## src/rtl/core/tmp_pkg.sv

```systemverilog
// Shared widths, formats and register indexes for the trapezoid motion profile.
`timescale 1ns / 1ps
package tmp_pkg;

  localparam int unsigned TICK_W = 16;   // unsigned Q0.16 seconds
  localparam int unsigned RATE_W = 32;   // signed Q16.16
  localparam int unsigned DIST_W = 31;   // unsigned Q15.16
  localparam int unsigned FRAC_W = 16;   // fraction bits of the tick
  localparam int unsigned PROD_W = RATE_W + TICK_W + 1;

  typedef enum logic [2:0] {
    REG_TOTAL   = 3'd0,
    REG_ENDLESS = 3'd1,
    REG_ACCEL   = 3'd2,
    REG_DECEL   = 3'd3,
    REG_HIGH    = 3'd4,
    REG_LOW     = 3'd5,
    REG_BRAKE   = 3'd6
  } reg_idx_t;

endpackage

```

## src/rtl/core/trapezoid_motion_profile.sv

```systemverilog
// Trapezoid motion profile: one tick in, one step/speed/distance result out.
// Path from input transfer to m_tvalid: ramp state, then push when not moving;
// when moving, add and step, then fin only when the new speed is positive, then push;
// its length is set by the two dependent passes through the single shared multiplier.
// Ticks are taken only in idle; a waiting result stalls only the final load.
// Reset (rst, synchronous): registers, speed and distance done clear to zero.
`timescale 1ns / 1ps
module trapezoid_motion_profile (
  input  logic        clk,
  input  logic        rst,
  // APB configuration
  input  logic        psel,
  input  logic        penable,
  input  logic        pwrite,
  input  logic [4:0]  paddr,
  input  logic [31:0] pwdata,
  output logic [31:0] prdata,
  output logic        pready,
  // tick input
  input  logic        s_tvalid,
  output logic        s_tready,
  input  logic [15:0] s_tdata,   // [15:0] tick_seconds
  // result output
  output logic        m_tvalid,
  input  logic        m_tready,
  output logic [95:0] m_tdata    // [30:0] step_distance, [62:31] speed_now,
                                 // [93:63] travelled, [95:94] zero
);

  localparam int unsigned RW = tmp_pkg::RATE_W;
  localparam int unsigned DW = tmp_pkg::DIST_W;
  localparam int unsigned TW = tmp_pkg::TICK_W;

  typedef enum logic [2:0] {
    ST_IDLE,
    ST_RAMP,
    ST_ADD,
    ST_STEP,
    ST_FIN,
    ST_PUSH
  } state_t;

  // configuration registers
  logic        [DW-1:0] total_distance;
  logic                 endless_mode;
  logic signed [RW-1:0] accel_rate;
  logic signed [RW-1:0] decel_rate;
  logic signed [RW-1:0] high_speed;
  logic signed [RW-1:0] low_speed;
  logic signed [RW-1:0] braking_zone;

  state_t               state;
  logic signed [RW-1:0] velocity;
  logic        [DW-1:0] done_dist;
  logic        [TW-1:0] tick;
  logic signed [RW:0]   left;
  logic                 accel_on;
  logic                 decel_on;
  logic        [DW-1:0] step;

  logic                 cfg_wr;
  logic signed [RW-1:0] mul_a;
  logic signed [RW-1:0] prod;
  logic signed [RW:0]   brake33;
  logic                 moving;
  logic                 accel_c;
  logic                 decel_c;
  logic signed [RW:0]   speed_sum;
  logic signed [RW-1:0] speed_next;
  logic        [DW-1:0] step_next;
  logic        [DW:0]   done_sum;

  assign pready   = 1'b1;
  assign cfg_wr   = psel && penable && pwrite && pready;
  assign s_tready = (state == ST_IDLE);

  always_ff @(posedge clk) begin
    if (rst) begin
      total_distance <= '0;
      endless_mode   <= 1'b0;
      accel_rate     <= '0;
      decel_rate     <= '0;
      high_speed     <= '0;
      low_speed      <= '0;
      braking_zone   <= '0;
    end else if (cfg_wr) begin
      case (tmp_pkg::reg_idx_t'(paddr[4:2]))
        tmp_pkg::REG_TOTAL:   total_distance <= pwdata[DW-1:0];
        tmp_pkg::REG_ENDLESS: endless_mode   <= pwdata[0];
        tmp_pkg::REG_ACCEL:   accel_rate     <= $signed(pwdata);
        tmp_pkg::REG_DECEL:   decel_rate     <= $signed(pwdata);
        tmp_pkg::REG_HIGH:    high_speed     <= $signed(pwdata);
        tmp_pkg::REG_LOW:     low_speed      <= $signed(pwdata);
        tmp_pkg::REG_BRAKE:   braking_zone   <= $signed(pwdata);
        default: ;
      endcase
    end
  end

  always_comb begin
    case (tmp_pkg::reg_idx_t'(paddr[4:2]))
      tmp_pkg::REG_TOTAL:   prdata = {1'b0, total_distance};
      tmp_pkg::REG_ENDLESS: prdata = {31'd0, endless_mode};
      tmp_pkg::REG_ACCEL:   prdata = accel_rate;
      tmp_pkg::REG_DECEL:   prdata = decel_rate;
      tmp_pkg::REG_HIGH:    prdata = high_speed;
      tmp_pkg::REG_LOW:     prdata = low_speed;
      tmp_pkg::REG_BRAKE:   prdata = braking_zone;
      default:              prdata = '0;
    endcase
  end

  // ramp decisions, evaluated in the ramp state
  always_comb begin
    brake33 = {braking_zone[RW-1], braking_zone};
    moving  = (left > $signed({(RW+1){1'b0}})) || endless_mode;
    accel_c = (accel_rate > 0) && (velocity < high_speed) && (left > brake33);
    decel_c = (decel_rate < 0) && (velocity > low_speed) && !(left > brake33);
  end

  // operand select for the shared multiplier
  always_comb begin
    if (state == ST_STEP) begin
      mul_a = velocity;
    end else if (accel_c) begin
      mul_a = accel_rate;
    end else begin
      mul_a = decel_rate;
    end
  end

  tmp_mul u_mul (
    .clk  (clk),
    .a    (mul_a),
    .dt   (tick),
    .prod (prod)
  );

  // speed update with clamp
  always_comb begin
    speed_sum = {velocity[RW-1], velocity} + {prod[RW-1], prod};
    if (accel_on) begin
      speed_next = (speed_sum > $signed({high_speed[RW-1], high_speed})) ? high_speed
                                                                        : speed_sum[RW-1:0];
    end else if (decel_on) begin
      speed_next = (speed_sum < $signed({low_speed[RW-1], low_speed})) ? low_speed
                                                                      : speed_sum[RW-1:0];
    end else begin
      speed_next = velocity;
    end
  end

  // step cut at the end and saturating accumulate
  always_comb begin
    if (!endless_mode && (left < $signed({2'b00, prod[DW-1:0]}))) begin
      step_next = left[DW-1:0];
    end else begin
      step_next = prod[DW-1:0];
    end
    done_sum = {1'b0, done_dist} + {1'b0, step_next};
  end

  always_ff @(posedge clk) begin
    if (rst) begin
      state     <= ST_IDLE;
      velocity  <= '0;
      done_dist <= '0;
      m_tvalid  <= 1'b0;
      accel_on  <= 1'b0;
      decel_on  <= 1'b0;
    end else begin
      if (state == ST_PUSH && (!m_tvalid || m_tready)) begin
        m_tvalid <= 1'b1;
      end else if (m_tready) begin
        m_tvalid <= 1'b0;
      end
      case (state)
        ST_IDLE: begin
          if (s_tvalid) begin
            tick  <= s_tdata[TW-1:0];
            left  <= $signed({2'b00, total_distance}) - $signed({2'b00, done_dist});
            state <= ST_RAMP;
          end
        end
        ST_RAMP: begin
          accel_on <= accel_c;
          decel_on <= decel_c;
          if (moving) begin
            state <= ST_ADD;
          end else begin
            step  <= '0;
            state <= ST_PUSH;
          end
        end
        ST_ADD: begin
          velocity <= speed_next;
          state    <= ST_STEP;
        end
        ST_STEP: begin
          if (velocity > 0) begin
            state <= ST_FIN;
          end else begin
            step  <= '0;
            state <= ST_PUSH;
          end
        end
        ST_FIN: begin
          step      <= step_next;
          done_dist <= done_sum[DW] ? {DW{1'b1}} : done_sum[DW-1:0];
          state     <= ST_PUSH;
        end
        ST_PUSH: begin
          // hold until the output register is free
          if (!m_tvalid || m_tready) begin
            m_tdata  <= {2'b00, done_dist, velocity, step};
            state    <= ST_IDLE;
          end
        end
        default: state <= ST_IDLE;
      endcase
    end
  end

endmodule

```

## src/rtl/core/tmp_mul.sv

```systemverilog
// Shared Q16.16 by Q0.16 multiplier, truncating toward zero, registered result.
`timescale 1ns / 1ps
module tmp_mul (
  input  logic                                   clk,
  input  logic signed [tmp_pkg::RATE_W-1:0]      a,
  input  logic        [tmp_pkg::TICK_W-1:0]      dt,
  output logic signed [tmp_pkg::RATE_W-1:0]      prod
);

  logic signed [tmp_pkg::PROD_W-1:0] full;
  logic signed [tmp_pkg::PROD_W-1:0] adj;

  always_comb begin
    full = $signed({{(tmp_pkg::PROD_W-tmp_pkg::RATE_W){a[tmp_pkg::RATE_W-1]}}, a})
         * $signed({{(tmp_pkg::PROD_W-tmp_pkg::TICK_W){1'b0}}, dt});
    // bias negative products so the shift truncates toward zero
    if (full[tmp_pkg::PROD_W-1]) begin
      adj = full + $signed({{(tmp_pkg::PROD_W-tmp_pkg::FRAC_W){1'b0}},
                            {tmp_pkg::FRAC_W{1'b1}}});
    end else begin
      adj = full;
    end
  end

  always_ff @(posedge clk) begin
    prod <= adj[tmp_pkg::FRAC_W + tmp_pkg::RATE_W - 1:tmp_pkg::FRAC_W];
  end

endmodule
```

## config.mk

```make
export PLATFORM = sky130hd
export DESIGN_NAME = trapezoid_motion_profile
export DESIGN_NICKNAME = d
export VERILOG_FILES = /design/src/rtl/core/tmp_pkg.sv /design/src/rtl/core/trapezoid_motion_profile.sv /design/src/rtl/core/tmp_mul.sv
export SDC_FILE = /design/constraint.sdc
export NUM_CORES = 2
export LEC_CHECK = 0
export BUFFER_PORTS_ARGS = -buffer_cell sky130_fd_sc_hd__clkbuf_2
export CORE_MARGIN = 2
export CORE_UTILIZATION = 40
export DETAILED_ROUTE_END_ITERATION = 10
export PLACE_DENSITY = 0.59
export SLEW_MARGIN = 20
export SYNTH_ARGS = -nofsm -noshare
export SYNTH_HDL_FRONTEND = slang
export SYNTH_SLANG_ARGS = --single-unit
```

## constraint.sdc

```tcl
create_clock -name clk -period 10.08 [get_ports clk]
set_clock_uncertainty 0.05 [all_clocks]
set_input_delay 0.504 -clock clk [delete_from_list [all_inputs] [get_ports clk]]
set_output_delay 0.504 -clock clk [all_outputs]
set_load 0.01 [all_outputs]
```

---- Word-level counts from Yosys, hierarchy flattened ----
Cells that the tools add are included.
storage, ports and cells
  word-level logic and storage cells ...... 99
  bits in read-only memories .............. 0
  bits in registers ....................... 467
  RAM bits ................................ 0
  output and inout bits ................... 131
  latch bits .............................. 0
  input port bits ......................... 60
  memories kept ........................... 0
operators by class
  div/mod/pow operators ................... 0
  add/sub/neg operators ................... 4
  $lt $le $gt $ge ......................... 10
  shift-type cells ........................ 0
  multipliers ............................. 1
  mux-type cells .......................... 20
  bitwise logic cells ..................... 1
  reductions and logical operators ........ 30
  equal/unequal tests ..................... 15
operators by type and width
  operator                                                                           count
  32-bit case mux with 7 select lines                                                1
  32-bit 2-to-1 mux                                                                  6
  31-bit 2-to-1 mux                                                                  4
  31-bit case mux with 3 select lines                                                1
  33-bit by 32-bit greater-than comparator with 1-bit output                         2
  33-bit by 32-bit < comparator with 1-bit output                                    2
  32-bit by 1-bit greater-than comparator with 1-bit output (second input constant)  2
  32-bit by 17-bit multiplier with 49-bit output                                     1
  48-bit by 17-bit adder with 48-bit output (second input constant)                  1
  48-bit 2-to-1 mux                                                                  1
  32-bit by 32-bit adder with 33-bit output                                          1
  33-bit by 1-bit greater-than comparator with 1-bit output (second input constant)  1
  31-bit by 31-bit adder with 32-bit output                                          1
  32-bit greater-than comparator                                                     1
  32-bit by 1-bit < comparator with 1-bit output (second input constant)             1
  32-bit < comparator                                                                1
  31-bit by 31-bit subtractor with 32-bit output                                     1
  3-bit case mux with 6 select lines                                                 1
  2-bit AND reduction                                                                9
  3-bit equality test (second input constant)                                        5
  3-bit by 2-bit equality test with 1-bit output (second input constant)             4
  3-bit 2-to-1 mux                                                                   3
  1-bit logical AND                                                                  8
  3-bit by 1-bit equality test with 1-bit output (second input constant)             2
  11 further kinds                                                                   21

---- Depth between registers and ports, before layout ----
  word-level depth ........................ 8
  mapped depth ............................ 40
  gate-level depth less buffers ........... 37

---- Modules after synthesis ----
A second synthesis with hierarchy kept.
second synthesis, totals
  cells, all modules ...................... 5570
  area total of the unflattened synthesis .. 48111.1 um^2
by module, submodules not included
  module                    area an instance (um^2)  cells an instance  instances  seq. area each (um^2)
  trapezoid_motion_profile  27756.6                  3200               1          10420.0
  tmp_mul                   20354.5                  2370               1          640.6

---- Worst setup path before layout ----
Ideal clock, no wire load.
  path kind ............................... reg2reg
  start point ............................. register left[14]
  end point ............................... register u_mul.prod[31] in the netlist's numbering
  required time ........................... 9909 ps
  clock period less this slack ............ 9817 ps
  slack ................................... 263 ps
  library setup time ...................... 121 ps
  arrival ................................. 9646 ps
  path buffers ............................ 3
  stages on the path, launching flop included .. 38
  cell sequence ........................... edfxtp_1 ha_1 nand4_1 nor4_1 o21ai_0 a31oi_1 nor2_1 mux2_2 nor3_2 buf_2 mux2i_1 a21oi_1 clkbuf_1 and2_1 fa_1 inv_1 fa_1 fa_1 [2 not listed] fa_1 inv_1 fa_1 inv_1 ha_1 buf_4 a211oi_2 o21ai_2 a32oi_1 nand2b_1 or4_1 a21oi_1 xnor2_1 nand4b_2 or4b_1 nor4b_2 and4bb_1 xnor2_1
on the way
  cells in the longest elaborated chain, start to end .. 7
ends and longest elaborated chain
  element                                                       line                             RTL
  start, declared                                               trapezoid_motion_profile.sv:56   logic signed [RW:0] left;
  start signal, assigned                                        trapezoid_motion_profile.sv:181  left <= $signed({2'b00, total_distance}) - $signed({2'b00, done_dist});
  33-bit by 32-bit greater-than comparator with 1-bit output *  trapezoid_motion_profile.sv:117  accel_c = (accel_rate > 0) && (velocity < high_speed) && (left > brake33);
  1-bit logical AND *                                           trapezoid_motion_profile.sv:117
  32-bit 2-to-1 mux *                                           trapezoid_motion_profile.sv:125  end else if (accel_c) begin
  32-bit 2-to-1 mux *                                           trapezoid_motion_profile.sv:123  if (state == ST_STEP) begin
  32-bit by 17-bit multiplier with 49-bit output *              tmp_mul.sv:15                    * $signed({{(tmp_pkg::PROD_W-tmp_pkg::TICK_W){1'b0}}, dt});
  48-bit by 17-bit adder with 48-bit output                     tmp_mul.sv:18                    adj = full + $signed({{(tmp_pkg::PROD_W-tmp_pkg::FRAC_W){1'b0}},
  48-bit 2-to-1 mux *                                           tmp_mul.sv:17                    if (full[tmp_pkg::PROD_W-1]) begin
  named net u_mul.adj, one bit                                  tmp_mul.sv:11                    logic signed [tmp_pkg::PROD_W-1:0] adj;
  end signal, assigned                                          tmp_mul.sv:26                    prod <= adj[tmp_pkg::FRAC_W + tmp_pkg::RATE_W - 1:tmp_pkg::FRAC_W];
  end, declared                                                 tmp_mul.sv:7                     output logic signed [tmp_pkg::RATE_W-1:0] prod
Mark *: on every way through the listed nets, which the timed path passes. The rest lies on a longest branch.
A chain may end at the register's enable or synchronous reset.

---- Worst setup path after layout ----
  start point ............................. register left[16]
  end point ............................... register u_mul.prod[28] in the netlist's numbering
The elaborated chain is that of the path after synthesis.

==> flow_summary.json <==
{
  "status": "finished clean",
  "route.detailed.drc": 0,
  "totalWireLength_um": 170000,
  "grt_pass1_wl_um": 255000,
  "final_nets": 7030,
  "antenna_left": 0,
  "wire_per_inst_um": 22.2,
  "stdcell_count": 7662,
  "critPathLaunch": "left[16]",
  "syn-cell-area_um2": 47500,
  "critPathTopFamily": "adder cells",
  "worstPathRequired_ns": 10.58,
  "rsz0062_at_grt": "true",
  "die_w_um": 349,
  "clock_path_buffers": 3,
  "rr_worst_depth": 40,
  "synth.distinct_cells": 102,
  "clock_latency_ns": 0.67,
  "ys_seq_elements": 466,
  "power_mw": 7.70,
  "setup_violations": 0,
  "overflow": 0,
  "ys_seq_area_share_pct": 23.3,
  "path_common_cell": "fa_1",
  "worst-setup-path-type": "flip-flop to flip-flop",
  "grt_busiest_layer": "met2",
  "port_buffers": 185,
  "finalHoldViolCount": 0,
  "yosysWarnings": 0,
  "layout_commonest_cell": "nand2_1",
  "arrival_ns": 10.32,
  "final_cell_mix": "nand2_1, inv_1, buf_4, fa_1, a21oi_1",
  "drive_gt1_share_pct": 18.0,
  "grt.total_usage_pct": 27.6,
  "finalCriticalPeriod_ns": 9.82,
  "antenna_found_initial": 6,
  "drt_pre_antenna_iters": 5,
  "crit_path_end_kind": "flip-flop",
  "crit_end": "u_mul.prod[28]",
  "r2r_end": "u_mul.prod[28]",
  "syn-instance-count": 5519,
  "syn_avg_cell_area_um2": 8.61,
  "finalCritPeriodShare_pct": 97.4,
  "die_h_um": 349,
  "rows": 126,
  "io_pins": 191,
  "synth_edf_count": 173,
  "use_met3_pct": 4.97,
  "drv_slew": 0,
  "path_depth": 40,
  "vias": 42299,
  "cts_root_buffer": "clkbuf_16",
  "vias_per_cell": 5.52,
  "cts_num_sinks": 466,
  "reg2reg_slack_ns": 0.26,
  "worst_hold_path_type": "primary input to flip-flop",
  "peakVddDrop_mv": 0.146,
  "path_max_fanout": 11,
  "grt_max_degree": 95,
  "core_area_um2": 118000,
  "use_met1_pct": 36.0,
  "reg2reg_from": "left[16]",
  "power_density_nw_per_um2": 134,
  "drt_iter0_markers": 3644,
  "dieArea_um2": 122000,
  "start_kind": "flip-flop",
  "tritoncts": "done",
  "drv_cap": 0,
  "cp_num_buf_inv": 11,
  "final_core_util_pct": 48.6,
  "use_met2_pct": 43.0,
  "area_delta_synth_final_pct": 20.6,
  "clkTransAtPathRegs_ns": 0.06,
  "maxSlewHeadroom_pct": 21.2,
  "cts_made_buffers": 54,
  "synth_ff_type": "dfxtp_1",
  "hpwlAfterDp_um": 132000,
  "ctsHtreeMaxLevel": 2,
  "start_util_pct": 40.3,
  "dp_cells": 7503,
  "setup_tns_ns": 0,
  "gp_congestion": 0.982,
  "timing.fmax_mhz": 102,
  "worst_pin_slew_ns": 1.18,
  "grt_pass1_vias": 41608,
  "cp_slowest_stage_delay_ns": 0.54,
  "ys_async_sr_fraction_pct": 0,
  "p_leak_nw": 25.9,
  "cpMaxStageDelayCell": "fa_1"
}
where the power goes:
part	total, mW	switching [mW]	internal, mW
Clock	2.12	0.902	1.22
Sequential	2.40	0.288	2.11
Combinational	3.19	1.88	1.30
Total	7.70	3.07	4.63
sequential cells by signal, indices dropped and copies added, names as in the netlist:
signal          cells
state               3
u_mul.prod         32
done_dist          31
accel_on            1
total_distance     31
decel_rate         32
velocity           32
endless_mode        1
step               31
accel_rate         32
high_speed         32
left               32
decel_on            1
tick               16
low_speed          32
m_tvalid            1
m_tdata            94
braking_zone       32
what timing repair did:
action / 4_1_cts / 5_1_grt
hold buffers: 16 / 0
hold endpoints to repair: 16 / 0
buffers inserted: 4 / 34
gates resized for setup: 29 / 204
setup endpoints to repair: 32 / 32
pin swaps: 2 / 75
cloned: 1 / 3
logic make-up (layout without fill, tap and decap cells):
| family | Yosys count | count (layout) | share of synthesized area, % |
|---|---|---|---|
| simple gates | 1828 | 1828 | 18.3 |
| buf+inv | 1060 | 1662 | 8.45 |
| compound gates | 1050 | 1050 | 14.3 |
| fa+ha+maj | 893 | 893 | 31.3 |
| flops | 466 | 466 | 23.3 |
| xor+xnor | 142 | 142 | 2.66 |
| mux | 78 | 78 | 1.75 |
| other cells | 2 | 7 | 0.0158 |
synth_stat cells, types with 91 or more instances:
library cell	number	share of area, %
fa_1	492	21
a21o_1	107	1.7
a22oi_1	91	1.4
inv_1	788	6.2
a21oi_1	432	4.6
nand3_1	118	1.2
nor2_1	185	1.5
nand2_1	875	6.9
dfxtp_1	293	12
o21ai_0	102	1.1
and2_1	248	3.3
clkbuf_1	245	1.9
ha_1	401	11
edfxtp_1	173	11
per-stage QoR:
step	hold WS, ns	area [µm²]	setup WS (ns)
5_1_grt	0.0935	57300	-0.0810
3_3_place_gp	0.352	53800	-0.319
2_1_floorplan	0.350	47500	0.263
6_report	0.102	57300	0.261
4_1_cts	0.0595	56000	0.0000160
3_5_place_dp	0.355	53800	-0.393
worst reg2reg max path: cells and delay by family (launching register included):
kind	cells	cell delay (ns)
mux	2	0.58
xor+xnor	1	0.13
simple gates	14	2.91
flops	1	0.41
compound gates	4	0.58
fa+ha+maj	8	3.67
buf+inv	11	1.36
worst min-delay path by stage:
stage	to	from	cells after the start	slack, ns
final	m_tvalid	m_tready	3	0.10
after global routing	low_speed[3]	pwdata[3]	3	0.09
after CTS	high_speed[3]	pwdata[3]	3	0.06
after detailed placement	m_tdata[9]	step[9]	0	0.36
after global placement	m_tdata[25]	step[25]	0	0.35
after floorplan	m_tdata[0]	step[0]	0	0.35
layout make-up:
class	count	area (µm²)
antenna	4	10.0
clock buffer	72	1540
clock inverter	29	377
fill	11244	60600
inverter	788	2960
multi-input combinational	3994	33500
sequential	466	11100
tap	1536	1920
timing repair buffer	773	5870
layer usage:
| metal | part of all wire [%] | vias up | routed length, µm |
|---|---|---|---|
| met5 | 0.022 | - | 37 |
| met4 | 6.7 | 4 | 11400 |
| met3 | 8.6 | 429 | 14600 |
| met2 | 44 | 1744 | 74500 |
| met1 | 41 | 20613 | 69900 |
| li1 | - | 19509 | - |
Power figures use the tool's default switching activity.
